$ cat config.mk
export PLATFORM = sky130hd
export DESIGN_NAME = multiplexed_seven_segment_scanner_unit
export DESIGN_NICKNAME = d
export VERILOG_FILES = /design/src/design/mssu_pkg.sv /design/src/design/mssu_front.sv /design/src/design/mssu_fifo.sv /design/src/design/mssu_back.sv /design/src/design/multiplexed_seven_segment_scanner_unit.sv
export SDC_FILE = /design/constraint.sdc
export NUM_CORES = 1
export LEC_CHECK = 0
export ABC_AREA = 1
export BUFFER_PORTS_ARGS = -buffer_cell sky130_fd_sc_hd__buf_2
export CAP_MARGIN = 20
export CORE_UTILIZATION = 51
export DETAILED_ROUTE_END_ITERATION = 8
export PLACE_DENSITY = 0.68
export SYNTH_ARGS = -nofsm -noshare
export SYNTH_HDL_FRONTEND = slang
export SYNTH_SLANG_ARGS = --single-unit
$ cat constraint.sdc
create_clock -name clk_i -period 6.6 [get_ports clk_i]
set_input_delay 0.33 -clock clk_i [delete_from_list [all_inputs] [get_ports clk_i]]
set_output_delay 0.33 -clock clk_i [all_outputs]
set_load 0.02 [all_outputs]
$ cat src/design/mssu_pkg.sv
`default_nettype none

package mssu_pkg;

  localparam int unsigned NumDigitsDef = 4;
  localparam int unsigned QDepth       = 2;

  localparam logic [1:0] ReqShowTime  = 2'd0;
  localparam logic [1:0] ReqShowDigit = 2'd1;
  localparam logic [1:0] ReqScanTick  = 2'd2;

  localparam logic [3:0]  BlankCode   = 4'd15;
  localparam logic [3:0]  MaxDigit    = 4'd9;
  localparam logic [9:0]  MaxTenths   = 10'd999;
  localparam logic [31:0] SatMs       = 32'd99900;
  localparam logic [17:0] RecipTenth  = 18'd167773;  // ceil(2^24 / 100)
  localparam int unsigned RecipShift  = 24;
  localparam logic [7:0]  RecipTen    = 8'd205;      // (n * 205) >> 11 == n / 10
  localparam int unsigned RecipTenSh  = 11;
  localparam int unsigned PointPos    = 2;
  localparam logic [7:0]  DpBit       = 8'h80;
  localparam logic [7:0]  SegOff      = 8'hFF;
  localparam int unsigned WordW       = 16;

  typedef struct packed {
    logic [1:0]  req_type;
    logic [31:0] time_ms;
    logic [7:0]  digit_value;
  } in_item_t;

  typedef struct packed {
    logic serial_bit;
    logic latch_after;
  } out_item_t;

  typedef struct packed {
    logic              valid;
    logic [WordW-1:0]  word;
  } q_item_t;

  function automatic logic [7:0] seg_lookup(input logic [3:0] d);
    logic [7:0] s;
    case (d)
      4'd0: s = 8'hC0;
      4'd1: s = 8'hF9;
      4'd2: s = 8'hA4;
      4'd3: s = 8'hB0;
      4'd4: s = 8'h99;
      4'd5: s = 8'h92;
      4'd6: s = 8'h82;
      4'd7: s = 8'hF8;
      4'd8: s = 8'h80;
      4'd9: s = 8'h90;
      default: s = SegOff;
    endcase
    return s;
  endfunction

endpackage

`default_nettype wire

$ cat src/design/mssu_front.sv
`default_nettype none

module mssu_front import mssu_pkg::*; #(
  parameter int unsigned NUM_DIGITS = NumDigitsDef
) (
  input  wire logic     clk_i,
  input  wire logic     rst_ni,
  input  wire logic     in_valid_i,
  input  wire in_item_t in_item_i,
  output logic          busy_o,
  output q_item_t       q_wr_o
);

  localparam int unsigned PosW = (NUM_DIGITS > 1) ? $clog2(NUM_DIGITS) : 1;
  localparam int unsigned ProdW = 17 + 18;

  logic [3:0]            digit_q [NUM_DIGITS];
  logic [3:0]            digit_d [NUM_DIGITS];
  logic [NUM_DIGITS-1:0] pmask_q, pmask_d;
  logic [PosW-1:0]       pos_q, pos_d;

  // show-time pipeline
  logic        v1_q, v2_q, v3_q;
  logic        sat1_q;
  logic [16:0] ms1_q;
  logic [9:0]  t2_q;
  logic [6:0]  sec3_q;
  logic [3:0]  rem3_q;

  logic [ProdW-1:0] prod;
  logic [17:0]      tp;
  logic [6:0]       sec;
  logic [14:0]      sp;
  logic [3:0]       tens, ones;
  logic [7:0]       dclamp;
  logic [3:0]       cur_digit;
  logic [7:0]       seg_byte;
  logic [7:0]       sel_byte;

  logic acc_time, acc_digit, acc_scan;

  assign acc_time  = in_valid_i && (in_item_i.req_type == ReqShowTime);
  assign acc_digit = in_valid_i && (in_item_i.req_type == ReqShowDigit);
  assign acc_scan  = in_valid_i && (in_item_i.req_type == ReqScanTick);

  assign busy_o = v1_q || v2_q || v3_q;

  assign prod = ProdW'(ms1_q) * ProdW'(RecipTenth);
  assign tp   = 18'(t2_q) * 18'(RecipTen);
  assign sec  = tp[RecipTenSh +: 7];
  assign sp   = 15'(sec3_q) * 15'(RecipTen);
  assign tens = sp[RecipTenSh +: 4];
  assign ones = 4'(sec3_q - 7'(tens) * 7'd10);

  assign dclamp = (in_item_i.digit_value > 8'(MaxDigit)) ? 8'(MaxDigit)
                                                        : in_item_i.digit_value;

  assign cur_digit = digit_q[pos_q];
  always_comb begin
    seg_byte = SegOff;
    if (cur_digit <= MaxDigit) begin
      seg_byte = seg_lookup(cur_digit);
      if (pmask_q[pos_q]) begin
        seg_byte = seg_byte & ~DpBit;
      end
    end
  end
  assign sel_byte = 8'd1 << pos_q;

  assign q_wr_o.valid = acc_scan;
  assign q_wr_o.word  = {seg_byte, sel_byte};

  always_comb begin
    for (int i = 0; i < NUM_DIGITS; i++) begin
      digit_d[i] = digit_q[i];
    end
    pmask_d = pmask_q;
    pos_d   = pos_q;
    if (v3_q) begin
      for (int i = 0; i < NUM_DIGITS; i++) begin
        case (i)
          0:       digit_d[i] = BlankCode;
          1:       digit_d[i] = rem3_q;
          2:       digit_d[i] = ones;
          3:       digit_d[i] = tens;
          default: digit_d[i] = digit_q[i];
        endcase
      end
      pmask_d = '0;
      if (PointPos < NUM_DIGITS) begin
        pmask_d = NUM_DIGITS'(1) << PointPos;
      end
    end else if (acc_digit) begin
      for (int i = 0; i < NUM_DIGITS; i++) begin
        digit_d[i] = (i == 0) ? dclamp[3:0] : BlankCode;
      end
      pmask_d = '0;
    end
    if (acc_scan) begin
      pos_d = (pos_q == PosW'(NUM_DIGITS - 1)) ? '0 : pos_q + PosW'(1);
    end
  end

  always_ff @(posedge clk_i or negedge rst_ni) begin
    if (!rst_ni) begin
      for (int i = 0; i < NUM_DIGITS; i++) begin
        digit_q[i] <= BlankCode;
      end
      pmask_q <= '0;
      pos_q   <= '0;
      v1_q    <= 1'b0;
      v2_q    <= 1'b0;
      v3_q    <= 1'b0;
    end else begin
      for (int i = 0; i < NUM_DIGITS; i++) begin
        digit_q[i] <= digit_d[i];
      end
      pmask_q <= pmask_d;
      pos_q   <= pos_d;
      v1_q    <= acc_time;
      v2_q    <= v1_q;
      v3_q    <= v2_q;
    end
  end

  always_ff @(posedge clk_i) begin
    if (acc_time) begin
      sat1_q <= (in_item_i.time_ms >= SatMs);
      ms1_q  <= in_item_i.time_ms[16:0];
    end
    if (v1_q) begin
      t2_q <= sat1_q ? MaxTenths : prod[RecipShift +: 10];
    end
    if (v2_q) begin
      sec3_q <= sec;
      rem3_q <= 4'(t2_q - 10'(sec) * 10'd10);
    end
  end

  a_one_in_flight: assert property (@(posedge clk_i) disable iff (!rst_ni)
    $onehot0({v1_q, v2_q, v3_q}))
    else $error("more than one show-time request in flight");

  a_no_accept_busy: assert property (@(posedge clk_i) disable iff (!rst_ni)
    busy_o |-> !in_valid_i)
    else $error("item accepted while show-time update pending");

  a_pos_range: assert property (@(posedge clk_i) disable iff (!rst_ni)
    32'(pos_q) < NUM_DIGITS)
    else $error("scan position out of range");

endmodule

`default_nettype wire

$ cat src/design/mssu_fifo.sv
`default_nettype none

module mssu_fifo import mssu_pkg::*; (
  input  wire logic    clk_i,
  input  wire logic    rst_ni,
  input  wire q_item_t wr_i,
  input  wire logic    rd_i,
  output q_item_t      rd_o,
  output logic         full_o
);

  localparam int unsigned PtrW = $clog2(QDepth);
  localparam int unsigned CntW = $clog2(QDepth + 1);

  logic [WordW-1:0] mem_q [QDepth];
  logic [PtrW-1:0]  wptr_q, rptr_q;
  logic [CntW-1:0]  cnt_q;
  logic             do_rd;

  assign full_o     = (cnt_q == CntW'(QDepth));
  assign rd_o.valid = (cnt_q != '0);
  assign rd_o.word  = mem_q[rptr_q];
  assign do_rd      = rd_i && rd_o.valid;

  always_ff @(posedge clk_i or negedge rst_ni) begin
    if (!rst_ni) begin
      wptr_q <= '0;
      rptr_q <= '0;
      cnt_q  <= '0;
    end else begin
      if (wr_i.valid) begin
        wptr_q <= (wptr_q == PtrW'(QDepth - 1)) ? '0 : wptr_q + PtrW'(1);
      end
      if (do_rd) begin
        rptr_q <= (rptr_q == PtrW'(QDepth - 1)) ? '0 : rptr_q + PtrW'(1);
      end
      cnt_q <= cnt_q + CntW'(wr_i.valid) - CntW'(do_rd);
    end
  end

  always_ff @(posedge clk_i) begin
    if (wr_i.valid) begin
      mem_q[wptr_q] <= wr_i.word;
    end
  end

  a_no_overflow: assert property (@(posedge clk_i) disable iff (!rst_ni)
    full_o |-> !wr_i.valid)
    else $error("write to full queue");

endmodule

`default_nettype wire

$ cat src/design/mssu_back.sv
`default_nettype none

module mssu_back import mssu_pkg::*; (
  input  wire logic    clk_i,
  input  wire logic    rst_ni,
  input  wire q_item_t q_i,
  output logic         q_rd_o,
  input  wire logic    pop,
  output logic         empty,
  output out_item_t    out_item_o
);

  localparam int unsigned CntW = $clog2(WordW);

  logic             act_q;
  logic [CntW-1:0]  cnt_q;
  logic [WordW-1:0] sh_q;
  logic             last, take, load;

  assign last  = (cnt_q == CntW'(WordW - 1));
  assign take  = pop && act_q;
  assign load  = q_i.valid && (!act_q || (take && last));
  assign q_rd_o = load;

  assign empty                  = !act_q;
  assign out_item_o.serial_bit  = sh_q[WordW-1];
  assign out_item_o.latch_after = last;

  always_ff @(posedge clk_i or negedge rst_ni) begin
    if (!rst_ni) begin
      act_q <= 1'b0;
      cnt_q <= '0;
    end else begin
      if (load) begin
        act_q <= 1'b1;
        cnt_q <= '0;
      end else if (take) begin
        if (last) begin
          act_q <= 1'b0;
        end
        cnt_q <= cnt_q + CntW'(1);
      end
    end
  end

  always_ff @(posedge clk_i) begin
    if (load) begin
      sh_q <= q_i.word;
    end else if (take) begin
      sh_q <= {sh_q[WordW-2:0], 1'b0};
    end
  end

  a_no_drop_mid: assert property (@(posedge clk_i) disable iff (!rst_ni)
    (act_q && !last) |=> act_q)
    else $error("word dropped before its last bit");

  a_load_from_last: assert property (@(posedge clk_i) disable iff (!rst_ni)
    (load && act_q) |-> (take && last))
    else $error("word loaded over an unfinished one");

endmodule

`default_nettype wire

$ cat src/design/multiplexed_seven_segment_scanner_unit.sv
`default_nettype none
// Output path: a scan tick's word is written into the queue when it is accepted, then
//   loaded into the output shifter once that is free; its first bit is then on the ports.
// Throughput: one result per cycle while pop is held and the shifter holds a word; a scan
//   tick gives 16 result bits from the output shifter. Show-digit updates the digits
//   directly; show-time holds full until its divide pipeline (v1_q, v2_q, v3_q) is through.
// Reset: asynchronous, active low; all digits blank, decimal points off, scan at 0.

module multiplexed_seven_segment_scanner_unit import mssu_pkg::*; #(
  parameter int unsigned NUM_DIGITS = NumDigitsDef
) (
  input  wire logic     clk_i,
  input  wire logic     rst_ni,
  input  wire logic     push,
  output logic          full,
  input  wire in_item_t in_item_i,
  output logic          empty,
  input  wire logic     pop,
  output out_item_t     out_item_o
);

  logic    busy, q_full, q_rd, in_valid;
  q_item_t q_wr, q_rd_item;

  assign full     = busy || q_full;
  assign in_valid = push && !full;

  mssu_front #(
    .NUM_DIGITS(NUM_DIGITS)
  ) u_front (
    .clk_i      (clk_i),
    .rst_ni     (rst_ni),
    .in_valid_i (in_valid),
    .in_item_i  (in_item_i),
    .busy_o     (busy),
    .q_wr_o     (q_wr)
  );

  mssu_fifo u_fifo (
    .clk_i  (clk_i),
    .rst_ni (rst_ni),
    .wr_i   (q_wr),
    .rd_i   (q_rd),
    .rd_o   (q_rd_item),
    .full_o (q_full)
  );

  mssu_back u_back (
    .clk_i      (clk_i),
    .rst_ni     (rst_ni),
    .q_i        (q_rd_item),
    .q_rd_o     (q_rd),
    .pop        (pop),
    .empty      (empty),
    .out_item_o (out_item_o)
  );

endmodule

`default_nettype wire

After elaboration in Yosys (flattened, before gate mapping)
Memories as Yosys holds them, arrays and structs flattened.
Cells that the tools add are included.
Widths: inputs -> output; s select.
{"block": "word_totals", "register_bits": 89, "output_inout_bits": 4, "ram_bits": 32, "mem_bits_ro": 112, "memories": 2}
{"block": "op_classes", "reduce_logical": 20, "n_lt_le_gt_ge": 5, "mul": 5, "n_eq_ne": 5, "addsub": 8, "n_mux": 24, "bitwise": 1, "n_shift": 1}
{"name": "(name not given)", "words": 16, "word_bits": 7, "read_ports": 1, "rd_ports_with_merged_regs": 0, "wr": 0, "line": "mssu_pkg.sv:43", "source": "case (d)"}
{"name": "u_fifo.mem_q", "words": 2, "word_bits": 16, "read_ports": 1, "rd_ports_with_merged_regs": 0, "wr": 1, "line": "mssu_fifo.sv:15", "source": "logic [WordW-1:0] mem_q [QDepth];"}
{"op": "$mux 16", "n": 4}
{"op": "$mul 17x18->34 const B", "n": 1}
{"op": "$ge 32x17->1 const B", "n": 1}
{"op": "$mux 4", "n": 7}
{"op": "$mul 10x8->18 const B", "n": 1}
{"op": "$mux 8", "n": 2}
{"op": "$mul 7x8->15 const B", "n": 1}
{"op": "$bmux 4 s2", "n": 1}
{"op": "$gt 8x4->1 const B", "n": 1}
{"op": "$logic_and 1x1->1", "n": 8}
{"op": "$mux 1", "n": 8}
{"op": "$reduce_bool 2->1", "n": 4}
{"op": "$shl 1x2->8 const A", "n": 1}
{"op": "$sub 4x4->4", "n": 2}
{"op": "$mul 7x3->3 const B", "n": 1}
{"op": "$eq 2x2->1 const B", "n": 3}
{"op": "$add 4x1->4 const B", "n": 1}
{"op": "$eq 4x4->1 const B", "n": 1}
{"op": "$le 4x4->1 const B", "n": 1}
{"op": "$logic_or 1x1->1", "n": 4}
{"op": "$mul 4x3->3 const B", "n": 1}
{"op": "$ge 3x3->1 const B", "n": 1}
{"op": "$lt 2x3->1 const B", "n": 1}
{"op": "$not 2->3", "n": 1}
{"op": "other kinds (10)", "n": 12}

Depth between registers and ports, before layout
Gate-level depths: netlist of the first run.
{"block": "logic_depth", "word_depth": 8, "ltp_mapped": 26, "ltp_nobuf": 26}

Modules after synthesis
From an unflattened synthesis of the first run, not the netlist that was laid out.
{"block": "hier_totals", "hier_cells": 1451, "area_unflattened_um2": 13429.1}
{"mod": "mssu_front", "area_each_um2": 10995.5, "cells_per_inst": 1232, "instances": 1, "seq_area_each_um2": 1741.7}
{"mod": "mssu_fifo", "area_each_um2": 1423.9, "cells_per_inst": 113, "instances": 1, "seq_area_each_um2": 1061.0}
{"mod": "mssu_back", "area_each_um2": 985.9, "cells_per_inst": 101, "instances": 1, "seq_area_each_um2": 605.6}
{"mod": "multiplexed_seven_segment_scanner_unit", "area_each_um2": 23.8, "cells_per_inst": 5, "instances": 1, "seq_area_each_um2": 0.0}

Worst setup path after synthesis of the first run
No wires, ideal clock.
{"block": "synth_timing", "kind": "register to register", "from": "register u_front.ms1_q[3]", "to": "register u_front.t2_q[8], data pin", "t_required_ns": 6.337, "arrival_time_ns": 4.920, "setup_ns": 0.263, "stages_incl_launch_ff": 21, "setup_slack_ns": 1.417, "path_cell_list": "edfxtp_1 fa_1 inv_1 fa_1 inv_1 fa_1 inv_1 fa_1 inv_1 fa_1 inv_1 fa_1 inv_1 ha_1 nand2_1 nor2_1 nand4_1 o21ai_0 nand3_1 nand3_1 nand3_1"}
{"block": "synth_between", "elab_chain_len": 1}
{"element": "from (decl)", "line": "mssu_front.sv:25", "source": "logic [16:0] ms1_q;"}
{"element": "from (signal assigned)", "line": "mssu_front.sv:129", "source": "ms1_q <= in_item_i.time_ms[16:0];"}
{"element": "$mul 17x18->34", "line": "mssu_front.sv:48", "source": "assign prod = ProdW'(ms1_q) * ProdW'(RecipTenth);"}
{"element": "to (signal assigned)", "line": "mssu_front.sv:132", "source": "t2_q <= sat1_q ? MaxTenths : prod[RecipShift +: 10];"}
{"element": "to (decl)", "line": "mssu_front.sv:26", "source": "logic [9:0] t2_q;"}
Every way passes these cells.
A chain may end at the register's enable or synchronous reset.

Worst setup path after layout of the first run
Ends and elaborated chain as after synthesis.

==> key figures, run 1 <==
Outcome
  – Outcome: complete, but fails checks
  – Violated checks: hold timing

Worst setup path
  – Setup CP Type: register to register
  – Worst EP required: 6.71 ns
  – Critical path cell sequence: fa_1 > inv_1 > fa_1 > inv_1 > fa_1 > inv_1 > fa_1 > inv_1 > fa_1 > inv_1 > fa_1 > inv_1 > ha_1 > nand2_1 > nor2_1 > nand4_1 > o21ai_0 > nand3_1 > nand3_1 > nand3_1
  – Crit path max fanout: 7
  – Critical R2R Capture: u_front.t2_q[8]
  – Worst-path cell with the longest stage delay: fa_1
  – Setup crit start kind: register
  – R2r startpoint: u_front.ms1_q[3]
  – Critical path's largest stage delay: about 0.63 ns
  – R2R Setup Slk: roughly 0.91 ns
  – Family with the most delay on the worst path: adder cells
  – Arr. time, crit path: about 5.8 ns
  – Worst r2r path cells: 20
  – Buf+Inv Stages, Crit Path: 6
  – Critical path launch point: u_front.ms1_q[3]
  – Endpoint type of the worst setup path: register

STA
  – Fin crit share: a little under nine tenths
  – Tightest hold margin: -0.00283 ns
  – Hold Fails Final Rpt: 5
  – TNS Setup: 0 ns
  – Slew @ Worst Pin: between 0.6 and 0.7 ns
  – PnR worst setup slack: between 0.9 and 1 ns
  – Slew headroom: a little over half
  – Final Critical Period: between 5 and 6 ns
  – RSZ-0062 raised after global routing: no
  – Final clock skew: 0.0149 ns
  – Final setup vio count: 0
  – Max-slew violations: 0
  – Max frequency: between 0.15 and 0.2 GHz

Synth
  – Yosys reg bits: between 100 and 150
  – Ys flop type: edfxtp_1
  – Count of cell types in the netlist: 44
  – Post-Synth XOR/XNOR Area: about 1.4%
  – Main combinational cell family by area after synthesis: adder cells
  – Compound-Gate Fraction of Synth Area: roughly 7.1%
  – Avg Cell Area, Syn: a little over 9 sq um
  – Multiplexer share of the synthesized area: 0%
  – Post-synthesis adder-cell area fraction: between 40% and 50%
  – Post-Synthesis Cells: around 1400
  – Number of synthesized flops with an enable pin: 79
  – Synthesized cell area: roughly 13000 sq um
  – Post-Synth Simple-Gate Area: approximately an eighth
  – YS warnings: 0
  – Post-synth ARST share: 28.2%
  – Sequential share of the synthesized area: about a quarter
  – Syn_nets: between 1500 and 2000

Finish
  – Diode count: 0
  – Share of post-route cells with drive strength above 1: 8.06%
  – Final std cells w/o fill: around 1800
  – Layout area overhead: 7.31%
  – Final nets: around 1900
  – Commonest non-fill, non-tap cell in the layout: inv_1
  – # fillers: between 2000 and 2500
  – Most frequent cells in the layout: 363 x inv_1, 236 x ha_1, 205 x nand2_1

Clocking
  – Clock buffer depth: 2
  – Clock root buffer: clkbuf_16
  – CTS tree: done
  – Skew-Pair Late Insertion Delay: ~0.37 ns
  – Hold Buf Count CTS: 0
  – Total CTS buffers: 9
  – Clock transition time at the flip-flop clock pins of the worst setup and hold paths: roughly 0.090 ns
  – Resized Gates After CTS: 0
  – Post-CTS Setup Bufs: 0
  – H-tree depth: 3
  – Clock tree sinks: 110

Detailed routing
  – DRT Wirelength: 26.8 mm
  – Drt initial violations: around 430
  – DR WL/cell: approximately 15 um
  – # DRC: 0
  – Routed via count: 9122
  – Vias per cell: ~5.1
  – Final ANT Viol Nets: 0
  – Iteration count of the initial detailed-routing pass: 5

GRT
  – GRT Util Overall: between 20% and 30%
  – Met1 usage in global routing: between 20% and 30%
  – Number of global-route vias before repair: roughly 9600
  – GR Layer Usage met3: under 10%
  – Initial antenna violation count: 0
  – Global-route met2 utilization: approximately two fifths
  – Grt total ovfl: 0
  – Largest net degree at the start of global routing: 32
  – Most used routing layer: met2
  – First-pass GRT wire length: 45.4 mm

Floorplanning
  – Die area: approximately 26000 sq um
  – Placeable Area: 24600 sq um
  – IO Count: 50
  – Die X: around 160 um
  – Initial core utilization: between 50% and 60%
  – Die height: between 150 and 200 um
  – Rows: 57

Flow run
  – Max cap viols: 0

Placed design
  – Count of input and output buffers: between 40 and 50
  – Worst slack, placed: 0.941 ns
  – RePlAce Congestion: 0.931
  – Placed Cells: roughly 1800
  – Final HPWL DP: roughly 23 mm

Worst hold path
  – HP Class: primary input to asynchronous set/reset pin
cell families after synthesis:
group / count (synthesis)
buffers and inverters: 378
AO/OA/AOI/OAI: 155
adder cells (fa/ha/maj): 369
AND/OR/NAND/NOR: 371
flip-flops: 110
XOR/XNOR: 21
stage by stage:
stage	util [%]	cell area (sq um)
6_report	56.3	13900
4_1_cts	56.3	13800
2_1_floorplan	-	12900
3_3_place_gp	55.0	13500
5_1_grt	56.3	13900
3_5_place_dp	55.0	13500
per-layer routing:
layer	vias to the layer above	part of all wire (%)
li1	4581	-
met1	4323	44
met2	174	50
met3	44	3.5
met4	0	2.6
met5	-	0
worst max path at each step:
stage                                  to  slack [ns]  depth (start not counted)
after global routing      u_front.t2_q[8]        0.59                         20
after floorplan           u_front.t2_q[8]        1.42                         20
after detailed placement  u_front.t2_q[8]        0.94                         20
final                     u_front.t2_q[8]        0.91                         20
after global placement    u_front.t2_q[8]        1.08                         20
after CTS                 u_front.t2_q[8]        0.93                         20
cell usage after synthesis, types with 11 or more instances:
cell | number | area share, %
a21oi_1 | 67 | 2.6
a31oi_1 | 14 | 0.68
dfrtp_1 | 15 | 2.9
dfstp_2 | 16 | 3.3
edfxtp_1 | 79 | 18
fa_1 | 133 | 21
ha_1 | 236 | 23
inv_1 | 363 | 11
nand2_1 | 205 | 6.0
nand3_1 | 48 | 1.9
nand4_1 | 11 | 0.53
nor2_1 | 70 | 2.0
nor3_1 | 13 | 0.50
o21ai_0 | 34 | 1.3
xor2_1 | 13 | 0.88
final cells by class:
cell class | instances | area [sq um] | share of cell area [%]
clock inverters | 7 | 83.8 | 0.605
multi-input cells | 916 | 8300 | 59.9
well taps | 324 | 405 | 2.92
flip-flops and latches | 110 | 3170 | 22.9
repair buffers | 54 | 290 | 2.09
clock buffers | 9 | 225 | 1.62
inverters | 368 | 1390 | 10.0
sequential cells by signal, indices dropped and copies added (netlist names), 2 cells and up:
| register | count |
|---|---|
| u_front.pos_q | 2 |
| u_fifo.cnt_q | 2 |
| u_back.sh_q | 16 |
| u_front.digit_q | 16 |
| u_fifo.mem_q | 24 |
| u_back.cnt_q | 4 |
| u_front.sec3_q | 7 |
| u_front.rem3_q | 4 |
| u_front.ms1_q | 17 |
| u_front.t2_q | 10 |
Power of run 1 is left out: the tool's default activity adds up to more than one toggle a clock period on the data nets, which glitch-free logic cannot reach.
==> run 2, diff against run 1 <==
clock period = 7.2 ns   (was 6.6 ns; I/O delays follow)
==> run 2 against run 1 <==
Effect of this change: the run now ends clean; first-iteration DRC count is 9.4% higher; routed wire length decreased by 0.74%; clock skew barely moved; non-clock buffer count is the same; global-route usage shrank 0.33 points; die area unchanged; sequential share of layout area about the same; via count down 0.55%; register-to-register slack improved by 0.63 ns; count of clock-buffer cells in the layout unchanged; critical path type unchanged.
==> key figures, run 2 (synthesis results as in run 1) <==
Outcome
  – Outcome: completed

Detailed routing
  – DRT Wirelength: about 27 mm
  – DR WL/cell: 14.9 um
  – # DRC: 0
  – Vias per cell: ~5
  – Drt initial violations: 475
  – Iteration count of the initial detailed-routing pass: 5
  – Routed via count: between 9000 and 10000
  – Final ANT Viol Nets: 0

Worst setup path
  – Worst-path cell with the longest stage delay: fa_1
  – Family with the most delay on the worst path: adder cells
  – Setup CP Type: register to register
  – Critical R2R Capture: u_front.t2_q[8]
  – R2r startpoint: u_front.ms1_q[3]
  – Crit path max fanout: 7
  – Critical path's largest stage delay: around 0.62 ns
  – Endpoint type of the worst setup path: register
  – Worst EP required: 7.30 ns
  – Buf+Inv Stages, Crit Path: 6
  – Setup crit start kind: register
  – Worst r2r path cells: 20
  – Arr. time, crit path: 5.76 ns
  – R2R Setup Slk: roughly 1.5 ns
  – Critical path cell sequence: fa_1 > inv_1 > fa_1 > inv_1 > fa_1 > inv_1 > fa_1 > inv_1 > fa_1 > inv_1 > fa_1 > inv_1 > ha_1 > nand2_1 > nor2_1 > nand4_1 > o21ai_0 > nand3_1 > nand3_1 > nand3_1

STA
  – Final setup vio count: 0
  – RSZ-0062 raised after global routing: no
  – PnR worst setup slack: about 1.5 ns
  – Hold Fails Final Rpt: 0
  – Final Critical Period: between 5 and 6 ns
  – TNS Setup: 0 ns
  – Max frequency: 0.177 GHz
  – Slew headroom: a little over half
  – Slew @ Worst Pin: about 0.7 ns
  – Max-slew violations: 0
  – Fin crit share: about four fifths
  – Final clock skew: about 0.015 ns

Finish
  – Final nets: 1874
  – Largest Register: u_fifo.mem_q
  – Largest regs: u_fifo.mem_q x24, u_front.ms1_q x17
  – Commonest non-fill, non-tap cell in the layout: inv_1
  – Util after Layout: a little under three fifths
  – Largest register FFs: 24
  – Layout area overhead: 7.18%
  – Diode count: 0
  – Share of post-route cells with drive strength above 1: 7.99%
  – Most frequent cells in the layout: 363 x inv_1, 236 x ha_1, 205 x nand2_1
  – Final std cells w/o fill: around 1800

Clocking
  – Clock buffer depth: 2
  – H-tree depth: 3
  – Clock transition time at the flip-flop clock pins of the worst setup and hold paths: ~0.08 ns
  – Clock tree sinks: 110
  – CTS tree: done
  – Skew-Pair Late Insertion Delay: between 0.3 and 0.4 ns
  – Resized Gates After CTS: 0
  – Clock root buffer: clkbuf_16
  – Total CTS buffers: 9
  – Post-CTS Setup Bufs: 0
  – Hold Buf Count CTS: 0

Floorplanning
  – Placeable Area: about 25000 sq um
  – Rows: 57
  – Die area: roughly 26000 sq um
  – Die height: 161 um
  – Initial core utilization: between 50% and 60%
  – IO Count: 50
  – Die X: 161 um

GRT
  – GRT Util Overall: 21.9%
  – First-pass GRT wire length: roughly 45 mm
  – Grt total ovfl: 0
  – Largest net degree at the start of global routing: 32
  – Number of global-route vias before repair: 9490
  – Initial antenna violation count: 0

Worst hold path
  – HP Class: primary input to asynchronous set/reset pin

Placed design
  – Final HPWL DP: between 20 and 25 mm
  – Placed Cells: 1771
  – RePlAce Congestion: roughly 0.92
  – Worst slack, placed: 1.60 ns
  – Count of input and output buffers: ~50

Flow run
  – Max cap viols: 0
-- run 2: worst reg2reg max path: cells and delay by family (launching register included) --
kind,cells,cell delay [ns]
compound gates,1,0.43
fa+ha+maj,7,3.44
buf+inv,6,0.33
flops,1,0.53
simple gates,6,0.69
-- run 2: how the worst max path moves through the flow --
stage	from	end	slack (ns)	cells past startpoint
after floorplan	u_front.ms1_q[3]	u_front.t2_q[8]	2.02	20
after CTS	u_front.ms1_q[3]	u_front.t2_q[8]	1.58	20
after global placement	u_front.ms1_q[3]	u_front.t2_q[8]	1.67	20
after detailed placement	u_front.ms1_q[3]	u_front.t2_q[8]	1.60	20
final	u_front.ms1_q[3]	u_front.t2_q[8]	1.54	20
after global routing	u_front.ms1_q[3]	u_front.t2_q[8]	1.22	20
-- run 2: per-stage QoR --
step                      area [sq um]  hold WS [ns]
after global routing             13800        0.0799
final                            13800        0.0429
after floorplan                  12900        0.0644
after detailed placement         13500         0.451
after CTS                        13800        0.0583
after global placement           13500         0.444
-- run 2: final cells by class --
class | instances | area (sq um)
clock inverter | 7 | 66.3
inverter | 368 | 1390
sequential | 110 | 3170
timing repair buffer | 54 | 290
multi-input combinational | 916 | 8300
tap | 324 | 405
fill | 2173 | 10800
clock buffer | 9 | 225
-- run 2: layer usage --
layer  vias to the layer above  global-route usage, %  part of all wire [%]  wire length [um]
met5                         -                      0                     0                 0
met4                         0                   7.25                   2.8               744
met3                        49                   3.70                   4.0              1060
met2                       175                   38.8                    49             13100
met1                      4278                   26.9                    44             11700
li1                       4570                      -                     -                 -
Power of run 2 is left out for the same reason.
==> run 3, diff against run 2 <==
clock period = 5.35 ns   (was 7.2 ns; I/O delays follow)
==> run 3 against run 2 <==
Effect of this change: sequential cell count stayed put; utilization is 2.5 points higher; via count is 3.0% higher; design area is 4.5% higher; register-to-register slack worse by 1.4 ns; final cell count is 1.8% higher; count of clock-buffer cells in the layout stayed put; clock skew is 0.0019 ns higher; die area stayed put; fmax is 8.6% higher; critical path type unchanged; highest routed layer unchanged.
==> key figures, run 3 (synthesis results as in run 1) <==
Placed design
  – RePlAce Congestion: 0.921
  – Final HPWL DP: 23.0 mm
  – Worst slack, placed: -0.0669 ns
  – Count of input and output buffers: between 40 and 50

Outcome
  – Outcome: completed

STA
  – Final setup vio count: 0
  – Final Critical Period: 5.21 ns
  – Final clock skew: 0.0165 ns
  – Slew @ Worst Pin: approximately 1.0 ns
  – Max-slew violations: 0
  – Max frequency: roughly 0.19 GHz
  – Fin crit share: 97.4%
  – RSZ-0062 raised after global routing: yes
  – Slew headroom: 30.7%
  – PnR worst setup slack: around 0.14 ns
  – Tightest hold margin: approximately 0.057 ns
  – Hold Fails Final Rpt: 0
  – TNS Setup: 0 ns

Clocking
  – Clock transition time at the flip-flop clock pins of the worst setup and hold paths: approximately 0.1 ns
  – H-tree depth: 3
  – Skew-Pair Late Insertion Delay: ~0.38 ns
  – Clock root buffer: clkbuf_16
  – CTS tree: done
  – Total CTS buffers: 9
  – Clock tree sinks: 110
  – Clock buffer depth: 2

Worst setup path
  – Endpoint type of the worst setup path: register
  – Arr. time, crit path: between 5 and 6 ns
  – Setup crit start kind: register
  – Critical path's largest stage delay: around 0.57 ns
  – Crit path max fanout: 6
  – Critical path cell sequence: fa_1 > fa_1 > inv_1 > fa_1 > fa_2 > fa_1 > inv_1 > fa_1 > inv_1 > ha_4 > nand2_1 > nand2_1 > inv_2 > nand2_2 > nand3_2 > a21oi_2 > nor3_2 > buf_4 > nand3_1 > nand2_1 > nor2_1
  – Setup CP Type: register to register
  – CP dominant cell by count: fa_1
  – Worst EP required: 5.49 ns
  – Worst-path cell with the longest stage delay: fa_1

Floorplanning
  – IO Count: 50
  – Die X: about 160 um
  – Die height: 161 um
  – Rows: 57
  – Placeable Area: 24600 sq um
  – Initial core utilization: between 50% and 60%
  – Die area: 26000 sq um

Detailed routing
  – Iteration count of the initial detailed-routing pass: 5
  – DR WL/cell: ~15 um
  – Met3 Routed Length: 782 um
  – Max layer used: met4
  – DRT Wirelength: 27.4 mm
  – Met2 Routed Length: between 10 and 15 mm
  – Routed metal-1 wirelength: around 12 mm
  – Drt initial violations: 450
  – Vias per cell: around 5
  – Routed via count: 9343
  – Final ANT Viol Nets: 0
  – # DRC: 0

Finish
  – # fillers: between 2000 and 2500
  – Largest regs: u_fifo.mem_q x24, u_front.ms1_q x17
  – Util after Layout: around three fifths
  – Largest Register: u_fifo.mem_q
  – Share of post-route cells with drive strength above 1: ~14%
  – Area occupied by registers: 3170 sq um
  – Final nets: ~1900
  – Commonest non-fill, non-tap cell in the layout: inv_1
  – Diode count: 0
  – Area of the multi-input gates: ~8700 sq um
  – Layout area overhead: 12.0%
  – Largest register FFs: 24
  – Most frequent cells in the layout: 359 x inv_1, 219 x ha_1, 199 x nand2_1

GRT
  – Largest net degree at the start of global routing: 32
  – Number of global-route vias before repair: about 9500
  – First-pass GRT wire length: approximately 46 mm
  – GRT Util Overall: between 20% and 30%
  – Initial antenna violation count: 0
  – Grt total ovfl: 0

Flow run
  – Max cap viols: 0

Worst hold path
  – HP Class: primary input to register
==> run 3: final cells by class <==
cell class / instances / area share, %
clock buffers: 9 / 1.56
clock inverters: 7 / 0.631
inverters: 368 / 9.58
multi-input cells: 916 / 59.8
flip-flops and latches: 110 / 21.9
well taps: 324 / 2.80
repair buffers: 87 / 3.71
==> run 3: worst max-delay path: cells and delay by family, from the launching register on <==
family / cells / cell delay, ns
AND/OR/NAND/NOR: 8 / 0.69
buffers and inverters: 5 / 0.39
AO/OA/AOI/OAI: 1 / 0.07
adder cells (fa/ha/maj): 7 / 3.33
flip-flops: 1 / 0.51
==> run 3: path summary, 6_finish.rpt <==
check | slack, ns | start | to | cells past startpoint
hold reg to reg | 0.48 | u_front.rem3_q[1] | u_front.digit_q[9] | 1
setup reg to reg | 0.14 | u_front.ms1_q[7] | u_front.t2_q[4] | 21
setup / recovery | 0.14 | u_front.ms1_q[7] | u_front.t2_q[4] | 21
max in group asynchronous | 4.44 | rst_ni | u_front.v3_q | 2
hold / removal | 0.06 | in_item_i[9] | u_front.ms1_q[1] | 1
min in group asynchronous | 0.46 | rst_ni | u_fifo.rptr_q | 2
==> run 3: through the flow <==
stage,cells,cell area (sq um)
final,1821,14500
after global routing,1821,14500
after CTS,1814,14100
after detailed placement,1796,13700
after global placement,1795,13700
after floorplan,1404,12900
==> run 3: metal layers <==
metal  global-route usage [%]  vias to the layer above
met5                        0                        -
li1                         -                     4647
met1                     28.0                     4508
met3                     2.98                       33
met2                     40.2                      155
met4                     4.76                        0
==> run 3: repair_timing <==
item	4_1_cts	5_1_grt
pin swaps	0	28
endpoints found under the hold margin	15	0
resized for setup	3	73
endpoints found under the setup margin	5	11
setup buffers	1	7
hold buffers	1	0
Power of run 3 is left out for the same reason.
